## src/skvb_pkg.sv

```systemverilog
// Package for the sorted key/value buffer: shared constants, codes, channel items and
// control structs. No dependencies; every other file of the block but the channel interface imports it.
package skvb_pkg;

  localparam int CAPACITY_DEF = 32;
  localparam int KEY_BITS_DEF = 32;
  localparam int VAL_BITS_DEF = 32;
  localparam int CAP_REG_BITS = 6;
  localparam int TOMB_BITS    = 32;
  localparam int STATUS_BITS  = 3;
  localparam int REQ_BITS     = 2;
  localparam int CFG_ADDR_BITS = 3;

  localparam logic [REQ_BITS-1:0] REQ_PUT   = 2'd0;
  localparam logic [REQ_BITS-1:0] REQ_GET   = 2'd1;
  localparam logic [REQ_BITS-1:0] REQ_RANGE = 2'd2;

  localparam logic [STATUS_BITS-1:0] ST_STORED      = 3'd0;
  localparam logic [STATUS_BITS-1:0] ST_FULL        = 3'd1;
  localparam logic [STATUS_BITS-1:0] ST_FOUND       = 3'd2;
  localparam logic [STATUS_BITS-1:0] ST_DELETED     = 3'd3;
  localparam logic [STATUS_BITS-1:0] ST_MISSING     = 3'd4;
  localparam logic [STATUS_BITS-1:0] ST_RANGE_ENTRY = 3'd5;
  localparam logic [STATUS_BITS-1:0] ST_RANGE_EMPTY = 3'd6;

  localparam logic [CFG_ADDR_BITS-1:0] ADDR_CAPACITY  = 3'd0;
  localparam logic [CFG_ADDR_BITS-1:0] ADDR_TOMBSTONE = 3'd4;

  // Request and response items as they travel on the two channels.
  typedef struct packed {
    logic [REQ_BITS-1:0] req_type;
    logic [31:0]         key;
    logic [31:0]         value;
    logic [31:0]         key_high;
  } req_item_t;

  typedef struct packed {
    logic [STATUS_BITS-1:0] status;
    logic [31:0]            out_key;
    logic [31:0]            out_value;
    logic                   is_last;
  } rsp_item_t;

  // Commands from the controller to the datapath.
  typedef struct packed {
    logic capture;    // register the accepted request
    logic insert;     // shift-insert the captured key at the lower index
    logic overwrite;  // overwrite the value at the lower index
    logic scan_load;  // load the range cursor with the lower index
    logic scan_step;  // advance the range cursor
  } skvb_cmd_t;

  // Status from the datapath to the controller.
  typedef struct packed {
    logic hit;         // key at lower index equals the request key
    logic full;        // count has reached the limit
    logic scan_valid;  // cursor points at an in-range entry
    logic scan_next;   // entry after the cursor is in range too
  } skvb_stat_t;

endpackage

```

## src/skvb_ctrl.sv

```systemverilog
// Controller of the sorted key/value buffer: request sequencing and the result register.
// Depends on skvb_pkg.
module skvb_ctrl #(
  parameter int KEY_BITS = 32,
  parameter int VAL_BITS = 32
) (
  input  logic                              clk,
  input  logic                              rst,
  input  logic                              in_valid,
  output logic                              in_ready,
  input  logic [skvb_pkg::REQ_BITS-1:0]     in_req,
  output logic                              out_valid,
  input  logic                              out_ready,
  output logic [skvb_pkg::STATUS_BITS-1:0]  out_status,
  output logic [KEY_BITS-1:0]               out_key,
  output logic [VAL_BITS-1:0]               out_value,
  output logic                              out_last,
  output skvb_pkg::skvb_cmd_t               cmd,
  input  skvb_pkg::skvb_stat_t              stat,
  input  logic [KEY_BITS-1:0]               cur_key,
  input  logic [VAL_BITS-1:0]               cur_value,
  input  logic [VAL_BITS-1:0]               hit_value,
  input  logic [skvb_pkg::TOMB_BITS-1:0]    tombstone
);
  import skvb_pkg::*;
  typedef enum logic [2:0] {S_IDLE, S_PUT, S_GET, S_RANGE, S_SCAN, S_OUT} state_t;
  state_t state;
  logic out_free;
  logic tomb_hit;

  assign out_free = !out_valid || out_ready;
  assign in_ready = (state == S_IDLE);
  assign tomb_hit = (TOMB_BITS >= VAL_BITS)
                    ? (TOMB_BITS'(hit_value) == tombstone)
                    : (hit_value == VAL_BITS'(tombstone));

  always_comb begin
    cmd = '0;
    cmd.capture = (state == S_IDLE) && in_valid;
    unique case (state)
      S_PUT: begin
        cmd.overwrite = stat.hit;
        cmd.insert    = !stat.hit && !stat.full;
      end
      S_RANGE: cmd.scan_load = 1'b1;
      S_SCAN:  cmd.scan_step = out_free && stat.scan_valid;
      default: ;
    endcase
  end

  always_ff @(posedge clk) begin
    if (rst) begin
      state     <= S_IDLE;
      out_valid <= 1'b0;
    end else begin
      // In the scan state a taken item is always replaced by the next one below.
      if (out_valid && out_ready && state != S_SCAN) out_valid <= 1'b0;
      unique case (state)
        S_IDLE: if (in_valid) begin
          unique case (in_req)
            REQ_PUT:   state <= S_PUT;
            REQ_GET:   state <= S_GET;
            REQ_RANGE: state <= S_RANGE;
            default:   state <= S_IDLE;
          endcase
        end
        S_PUT, S_GET: begin
          state      <= S_OUT;
          out_valid  <= 1'b1;
          out_key    <= '0;
          out_last   <= 1'b1;
          if (state == S_PUT) begin
            out_status <= (stat.hit || !stat.full) ? ST_STORED : ST_FULL;
            out_value  <= '0;
          end else if (!stat.hit) begin
            out_status <= ST_MISSING;
            out_value  <= '0;
          end else if (tomb_hit) begin
            out_status <= ST_DELETED;
            out_value  <= '0;
          end else begin
            out_status <= ST_FOUND;
            out_value  <= hit_value;
          end
        end
        S_RANGE: begin
          state <= S_SCAN;
          out_last <= 1'b0;
        end
        S_SCAN: if (out_free) begin
          out_valid <= 1'b1;
          if (stat.scan_valid) begin
            out_status <= ST_RANGE_ENTRY;
            out_key    <= cur_key;
            out_value  <= cur_value;
            out_last   <= !stat.scan_next;
            state      <= stat.scan_next ? S_SCAN : S_OUT;
          end else begin
            out_status <= ST_RANGE_EMPTY;
            out_key    <= '0;
            out_value  <= '0;
            out_last   <= 1'b1;
            state      <= S_OUT;
          end
        end
        S_OUT: if (out_free) state <= S_IDLE;
        default: state <= S_IDLE;
      endcase
    end
  end
endmodule

```

## config.mk

```make
export PLATFORM = sky130hd
export DESIGN_NAME = skvb_ctrl
export DESIGN_NICKNAME = d
export VERILOG_FILES = /design/src/skvb_pkg.sv /design/src/skvb_ctrl.sv
export SDC_FILE = /design/constraint.sdc
export NUM_CORES = 1
export LEC_CHECK = 0
export ABC_AREA = 1
export BUFFER_PORTS_ARGS = -buffer_cell sky130_fd_sc_hd__buf_4
export CORE_MARGIN = 2
export CORE_UTILIZATION = 40
export DETAILED_ROUTE_END_ITERATION = 10
export GPL_TIMING_DRIVEN = 0
export PLACE_DENSITY_LB_ADDON = 0.15
export SYNTH_ARGS = -nofsm -noshare
export SYNTH_HDL_FRONTEND = slang
export SYNTH_SLANG_ARGS = --single-unit
export TNS_END_PERCENT = 100
```

## constraint.sdc

```tcl
create_clock -name clk -period 5.1 [get_ports clk]
set_clock_uncertainty 0.2 [all_clocks]
set_input_delay 0.765 -clock clk [delete_from_list [all_inputs] [get_ports clk]]
set_output_delay 0.765 -clock clk [all_outputs]
set_load 0.1 [all_outputs]
```

* After elaboration in Yosys (flattened, before gate mapping)
Index checks and enable logic that the tools add are counted.
Word-level totals: bits of input ports 138, logic and storage cells 70, output and inout bits 75, register bits after elaboration 72
Cells by class: equal/unequal tests 12, bitwise operators 1, reductions and logical operators 19, muxes and demuxes 32
Operators by type and width (number):
- 32-bit two-way mux | 7
- 32-bit one-hot mux with 2 select lines | 2
- 32-bit == test | 1
- 3-bit two-way mux | 6
- 3-bit one-hot mux with 5 select lines | 1
- 1-bit two-way mux | 10
- 3-bit AND reduction | 3
- 3-bit by 2-bit == test with 1-bit output, second input constant | 2
- 3-bit == test, second input constant | 2
- 2-bit != test, second input constant | 3
- 2-bit one-hot mux with 3 select lines | 1
- 3-bit one-hot mux with 2 select lines | 1
- 1-bit logical AND | 5
- 1-bit zero test | 4
- 2-bit two-way mux | 2
- 3-bit by 1-bit == test with 1-bit output, second input constant | 1
- 3-bit zero test | 1
- 3-bit != test, second input constant | 1
- 1-bit one-hot mux with 3 select lines | 1
- 3-bit nonzero test | 1
- 2-bit by 1-bit == test with 1-bit output, second input constant | 1
- 2-bit == test, second input constant | 1
- 2-bit zero test | 1
- 1-bit logical OR | 2
- 4 further kinds | 4

* Logic depth before layout (Yosys ltp)
depth after elaboration 5, mapped depth 11, gate-level depth less buffers 10

* Least setup slack after synthesis
Ideal clock, no wire load.
kind reg-to-reg, from reg out_valid, to reg out_key[0], enable pin, setup slack 0.634 ns, clock period less this slack 4.466 ns, library setup time 0.494 ns, stages on the path, launching flop included 6, path buffers 0, data arrival time 3.773 ns, required time 4.406 ns, path through dfxtp_1 inv_1 nor2_1 nand2_1 nor2_1 nor2_1
On the way: word-level cells in the longest chain between the ends 4
RTL lines:
- start, declared | RTL line skvb_ctrl.sv:12 | output logic out_valid,
- start signal, assigned | RTL line skvb_ctrl.sv:54 | out_valid <= 1'b0;
- start signal, assigned | RTL line skvb_ctrl.sv:57 | if (out_valid && out_ready && state != S_SCAN) out_valid <= 1'b0;
- start signal, assigned | RTL line skvb_ctrl.sv:69 | out_valid <= 1'b1;
- 1-bit zero test | RTL line skvb_ctrl.sv:31 | assign out_free = !out_valid || out_ready;
- 1-bit logical OR | RTL line skvb_ctrl.sv:31
- 2-bit != test (no line)
- 3-bit AND reduction (no line)
- end signal, assigned | RTL line skvb_ctrl.sv:94 | out_key <= cur_key;
- end, declared | RTL line skvb_ctrl.sv:15 | output logic [KEY_BITS-1:0] out_key,
No other way between the ends. A chain may end at the register's enable or synchronous reset.

==> impl_metrics.ini <==
[run]
cap_violations = 0

[critical_path]
r2r_start = state[0]
worst-path-max-fanout = 10
start_kind = register
critical_path.most_common_cell = inv_2
critical_path_class = register to output pin
crit_slowest_cell = dfxtp_1
critPathLaunch = state[0]
crit_path_end_kind = output pin
arrival_ns = 1.94
timing.critical_path.cells = nor2_1, inv_2, nor2_4, inv_2, nor2_8, inv_2, buf_6, nor2_1, buf_4
crit_path_max_incr_delay_ns = 0.35
worstPathRequired_ns = 4.14

[global_route]
grt_overflow_total = 0
grt_start_max_net_pins = 30
antenna_found_initial = 0
grt_util_all_layers_pct = 19.3
grt_pass1_wl_mm = 15.6
grt_pass1_vias = 3358

[clock_tree]
htree_num_levels = 3
cts_tree = yes
cts_made_buffers = 9
clockBufferDepth = 2
cts_resized = 0
ctsHoldBuffers = 0
clock_sinks = 72
insertion_delay_ns = 0.33
clk_pin_slew_ns = 0.08
clock-root-buffer = clkbuf_8
postCtsSetupBuffers = 0

[yosys]
syn_avg_cell_area_um2 = 8.38
synthesis.area_mm2 = 0.00384
seq_area_frac_synth_pct = 55.3
ys_seq_elements = 72
synth_cells = 458
synth_cell_types = 23
synth.area.top_cells = edfxtp_1, nand2_1, inv_1, nor2_1, xnor2_1
synth_top_cell_area_share_pct = 53.2
synth_warnings = 0
syn_nets = 599
synth_top_area_cell = edfxtp_1

[cells_and_area]
finalInstanceArea_mm2 = 0.00583
final_nets = 824
fin_util_pct = 62.8
n_antenna_cell = 0
areaGrowthSynthToFinish_pct = 52.0
drive_gt1_share_pct = 36.3
fillers = 849

[floorplan]
coreArea_mm2 = 0.00928
ios = 213
die_y_um = 102
die_w_um = 102
rows = 35
die-area_mm2 = 0.0104
start_util_pct = 41.3

[sta]
rsz0062_at_grt = no
tightest_slew_ns = 0.431
fmax_ghz = 0.344
slew_headroom_pct = 71.2
hold_viol = 0
fin_crit_ns = 2.91
hold_ws_ns = 0.375
fin_crit_sh_pct = 57.0
final_max_slew_viol_count = 0
setup_violations = 0
final.setup.worst_slack_ns = 2.19

[min_path]
worstHoldStart = state[0]
hp-class = register to register

[routing]
num_vias = 3509
drtIter0Drc = 88
met3_wirelength_um = 750
wl_met1_mm = 4.22
wl_met2_mm = 5.18
drc = 0
totalWireLength_mm = 10.3
drt-pass1-iter-count = 5
wl_per_cell_um = 12.6
highest_layer = met4
ant_nets = 0
viasPerCell = 4.29

[pwr]
p_leak_uw = 0.00302
irDropWorstVdd_mv = 0.268
powerDensity_mw_per_mm2 = 471

[placement]
post-place-ws_ns = 2.38
placed_cell_area_mm2 = 0.00564
globalplace.congestion = 0.823
hpwlAfterDp_mm = 8.12
port_buffers = 212

[outcome]
status = finished clean
-- worst max-delay path: cells and delay by family, from the launching register on --
family | cells | cell delay (ns)
DFF | 1 | 0.35
buffers and inverters | 5 | 0.72
and+or+nand+nor | 4 | 0.53
-- synthesized netlist by cell type --
| cell type | number |
|---|---|
| edfxtp_1 | 68 |
| nand3b_1 | 1 |
| inv_1 | 85 |
| buf_2 | 5 |
| a31oi_1 | 1 |
| a21oi_1 | 3 |
| nor2_1 | 85 |
| nand3_4 | 1 |
| nor2_4 | 1 |
| nand3_1 | 2 |
| buf_4 | 1 |
| nor3_2 | 1 |
| nand4_1 | 1 |
| dfxtp_1 | 4 |
| buf_6 | 6 |
| nor3_1 | 3 |
| o21ai_0 | 5 |
| inv_2 | 4 |
| nor2_8 | 1 |
| nand2_1 | 153 |
| and3_1 | 1 |
| ha_1 | 3 |
| xnor2_1 | 23 |
-- state kept, by name, summed over array words and instances, names as in the netlist --
name,count
out_last,1
out_key,32
out_value,32
out_status,3
out_valid,1
state,3
-- final timing paths --
path	depth (start not counted)	slack [ns]	endpoint
worst max-delay path	9	2.19	cmd[0]
worst min-delay path	2	0.37	state[0]
worst max register to register	9	2.71	out_value[12]
worst min register to register	2	0.37	state[0]
-- through the flow --
stage,cells,setup TNS (ns),power [uW]
2_1_floorplan,458,0,1970
3_3_place_gp,799,-45.14,2300
3_5_place_dp,801,0,2320
4_1_cts,817,0,2770
5_1_grt,817,0,2870
6_report,817,0,2750
-- area by class of cell --
type                       instances  area (um2)  area share (%)
inverter                          89         334            5.73
buffer                            12         100            1.72
clock inverter                     7        70.1            1.20
multi-input combinational        285        1290            22.1
clock buffer                       9         124            2.12
sequential                        72        2120            36.4
tap                              129         161            2.77
timing repair buffer             214        1630            28.0
-- cell families after synthesis --
logic type	synth area share [%]
adders and majority gates	0.978
buffers and inverters	11.3
and+or+nand+nor	26.0
DFF	55.3
xor gates and xnor gates	5.25
AOI/OAI and AO/OA	1.21
-- per-layer routing --
layer | up-vias | GRT usage (%)
met4 | 0 | 6.56
met3 | 9 | 3.69
met5 | - | 0
met2 | 131 | 35.1
met1 | 1544 | 22.8
li1 | 1825 | -
-- where the power goes --
part	internal, uW	switching, uW
Sequential	812	37.8
Combinational	326	1120
Clock	225	221
-- cells in the final DEF (no fill, tap or decap), drive strengths merged, types with 4 or more instances in the layout --
cell type	n
buf	226
nand2	153
inv	90
nor2	87
edfxtp	68
xnor2	23
clkbuf	9
o21ai	5
dfxtp	4
nor3	4
(Power assumes the default switching activity.)
